===== src/rtl/biou_div_stage.sv =====
// One restoring-division step: shift remainder, compare, subtract.
module biou_div_stage #(
   parameter int W = 8
) (
   input  logic [W-1:0] rem_i,
   input  logic [W-1:0] den_i,
   output logic [W-1:0] rem_o,
   output logic         bit_o
);
   logic [W:0] shifted;
   logic [W:0] diff;

   always_comb begin
      shifted = {rem_i, 1'b0};
      diff    = shifted - {1'b0, den_i};
      bit_o   = !diff[W];
      rem_o   = bit_o ? diff[W-1:0] : shifted[W-1:0];
   end
endmodule

===== config.mk =====
export PLATFORM = sky130hd
export DESIGN_NAME = biou_div_stage
export DESIGN_NICKNAME = d
export VERILOG_FILES = /design/src/rtl/biou_div_stage.sv
export SDC_FILE = /design/constraint.sdc
export NUM_CORES = 1
export LEC_CHECK = 0
export ABC_AREA = 1
export BUFFER_PORTS_ARGS = -buffer_cell sky130_fd_sc_hd__buf_2
export CAP_MARGIN = 30
export CORE_MARGIN = 3
export CORE_UTILIZATION = 35
export DETAILED_ROUTE_END_ITERATION = 10
export SETUP_SLACK_MARGIN = 0.4
export SYNTH_ARGS = -nofsm -noshare
export SYNTH_HDL_FRONTEND = slang
export SYNTH_SLANG_ARGS = --single-unit

===== constraint.sdc =====
create_clock -name vclk -period 2.1
set_clock_uncertainty 0.15 [all_clocks]
set_input_delay 0.315 -clock vclk [all_inputs]
set_output_delay 0.315 -clock vclk [all_outputs]
set_load 0.02 [all_outputs]

==> flow_metrics.tcl <==
set metrics [dict create \
    detailedPlacementHpwl_um 1310 \
    power_leakage_nw 0.578 \
    grt_pass1_wl_um 2910 \
    power_per_cell_area_mw_per_mm2 382 \
    syn_to_final_growth_pct 85.7 \
    boundaryPins 25 \
    timing_max_transition_violations_final 0 \
    most_used_cells_in_the_layout_excluding_fill_and_tap_cells "sky130_fd_sc_hd__nand2_1, sky130_fd_sc_hd__inv_1, sky130_fd_sc_hd__nand2_2, sky130_fd_sc_hd__buf_2, sky130_fd_sc_hd__nand3_1" \
    synthesis.nets 126 \
    inserted_diodes 0 \
    dr_total_vias 717 \
    ys_seq_area_frac 0 \
    max_slew.worst_pin.slew_ps 281 \
    timing.critical_path.fanout_max 8 \
    worst_hold_path_type "primary input to output port" \
    post-route-min-period_ps 2120 \
    criticalPathCategory "primary input to output port" \
    floorplan.die.height_um 46.1 \
    setup_repair_after_global_routing_missed_its_margin "true" \
    final-setup-viol-count 7 \
    worstPathArrival_ps 1660 \
    setup.worst_path.end_class "output port" \
    outcome "finished, violations left" \
    yosys.cell_types.count 17 \
    vias_per_cell 4.72 \
    area.sequential_sq_um 0 \
    die_footprint_sq_mm 0.00212 \
    ant_nets 0 \
    violated_checks "negative setup slack" \
    layout.sequential_cells 0 \
    syn_inst 102 \
    crit_path_start_kind "primary input" \
    routed_wire_length_um 1650 \
    die_width_um 46.1 \
    maxCapViolations 0 \
    finalNetCount 163 \
    grt_max_degree 9 \
    syn_area_per_cell_sq_um 5.51 \
    global_route.usage.total 0.180 \
    gp_congestion 0.770 \
    post-layout-total-power_w 0.000398 \
    buffer_ports.inserted 25 \
    layout.clock_buffers 0 \
    core_sq_mm 0.00140 \
    final_common_cell "sky130_fd_sc_hd__nand2_1" \
    detail_route.drc_violations 0 \
    initial_utilization 0.402 \
    fmax_mhz 471 \
    max-slew-margin-rel 0.812 \
    first_pass_iteration_count_of_the_detailed_router 4 \
    num_rows 13 \
    power.ir.vdd_worst_mv 0.264 \
    drt_first_iter_violations 9 \
    antenna_found_initial 0 \
    globalRouteOverflowTotal 0 \
    final_core_util 0.746 \
    report.final.hold_viol_count 0 \
    drt-wirelength-per-cell_um 10.9 \
    worst-endpoint-required_ps 1630 \
    drive_gt1_frac 0.547 \
    min_period_over_period 1.01 \
    yosysWarningCount 0 \
    via_count_of_the_first_global_routing_pass 704 \
    post_synth_instance_area_sq_um 562 \
    final.setup.worst_slack_ps -21.4 \
]
-- power by group --
part	internal (W)	switching [W]	total, W
logic	0.000182	0.000217	0.000398
clock network	0	0	0
registers	0	0	0
-- synthesized netlist by cell type --
library cell               count  area, sq um
sky130_fd_sc_hd__a21oi_1       2         10.0
sky130_fd_sc_hd__a21oi_2       1         8.76
sky130_fd_sc_hd__fa_1          1         20.0
sky130_fd_sc_hd__ha_1          7         87.6
sky130_fd_sc_hd__inv_1        23         86.3
sky130_fd_sc_hd__nand2_1      39          146
sky130_fd_sc_hd__nand2_2       2         12.5
sky130_fd_sc_hd__nand2_4       3         33.8
sky130_fd_sc_hd__nand3_1      11         55.1
sky130_fd_sc_hd__nand3_2       1         10.0
sky130_fd_sc_hd__nand3_4       1         17.5
sky130_fd_sc_hd__nand3b_1      2         15.0
sky130_fd_sc_hd__nor2_1        3         11.3
sky130_fd_sc_hd__nor2_2        1         6.26
sky130_fd_sc_hd__or2_2         1         6.26
sky130_fd_sc_hd__or2_4         1         8.76
sky130_fd_sc_hd__xnor2_1       3         26.3
-- cell type report --
type	instances	area, sq um
inverter	23	88.8
fill	120	355
multi-input combinational	81	682
tap	15	18.8
timing repair buffer	33	254
-- worst max-delay path: stages --
cell and delay, ps:
sky130_fd_sc_hd__buf_6 100, sky130_fd_sc_hd__fa_2 380, sky130_fd_sc_hd__inv_2 60, sky130_fd_sc_hd__nand2_2 50, sky130_fd_sc_hd__nand2_4 70, sky130_fd_sc_hd__nand3_4 100, sky130_fd_sc_hd__nand2_4 110, sky130_fd_sc_hd__nand2_8 80
sky130_fd_sc_hd__nand2_8 130, sky130_fd_sc_hd__nand2_2 70, sky130_fd_sc_hd__nand2_2 70, sky130_fd_sc_hd__buf_6 110
-- repair_timing --
item	in CTS	in global routing
setup endpoints to repair	9	9
resized for setup	30	16
hold buffers	0	0
buffers inserted	1	0
pin swaps	9	6
cloned	2	0
-- cell families (layout without fill, tap and decap cells) --
logic type      count (synthesis)  after routing  synth area share
xor+xnor                        3              3            0.0468
fa+ha+maj                       8              8             0.192
buf+inv                        23             56             0.154
simple gates                   65             67             0.575
compound gates                  3              3            0.0334
-- worst paths after layout --
path / slack (ps) / depth (start not counted) / end / startpoint
setup / recovery: -20 / 12 / rem_o[2] / den_i[1]
hold / removal: 830 / 4 / rem_o[0] / den_i[0]
-- stage by stage --
step | cells | hold slack, ps | cell area (sq um) | setup TNS (ps) | setup WS, ps
2_1_floorplan | 102 | 601 | 654 | 0 | 181
3_3_place_gp | 149 | 854 | 851 | -355 | -55.2
3_5_place_dp | 149 | 852 | 851 | -695 | -104
4_1_cts | 152 | 843 | 982 | -131 | -26.3
5_1_grt | 152 | 856 | 1040 | -693 | -108
6_report | 152 | 829 | 1040 | -54.2 | -21.4
-- per-layer routing --
| layer | track usage | wire [um] | part of all wire | vias to the layer above |
|---|---|---|---|---|
| li1 | - | - | - | 385 |
| met1 | 0.252 | 735 | 0.44 | 317 |
| met2 | 0.310 | 852 | 0.52 | 15 |
| met3 | 0.00781 | 65 | 0.039 | 0 |
| met4 | 0.0170 | 0 | 0 | 0 |
| met5 | 0 | 0 | 0 | - |
Note: power is estimated with default switching activity, not from simulation.
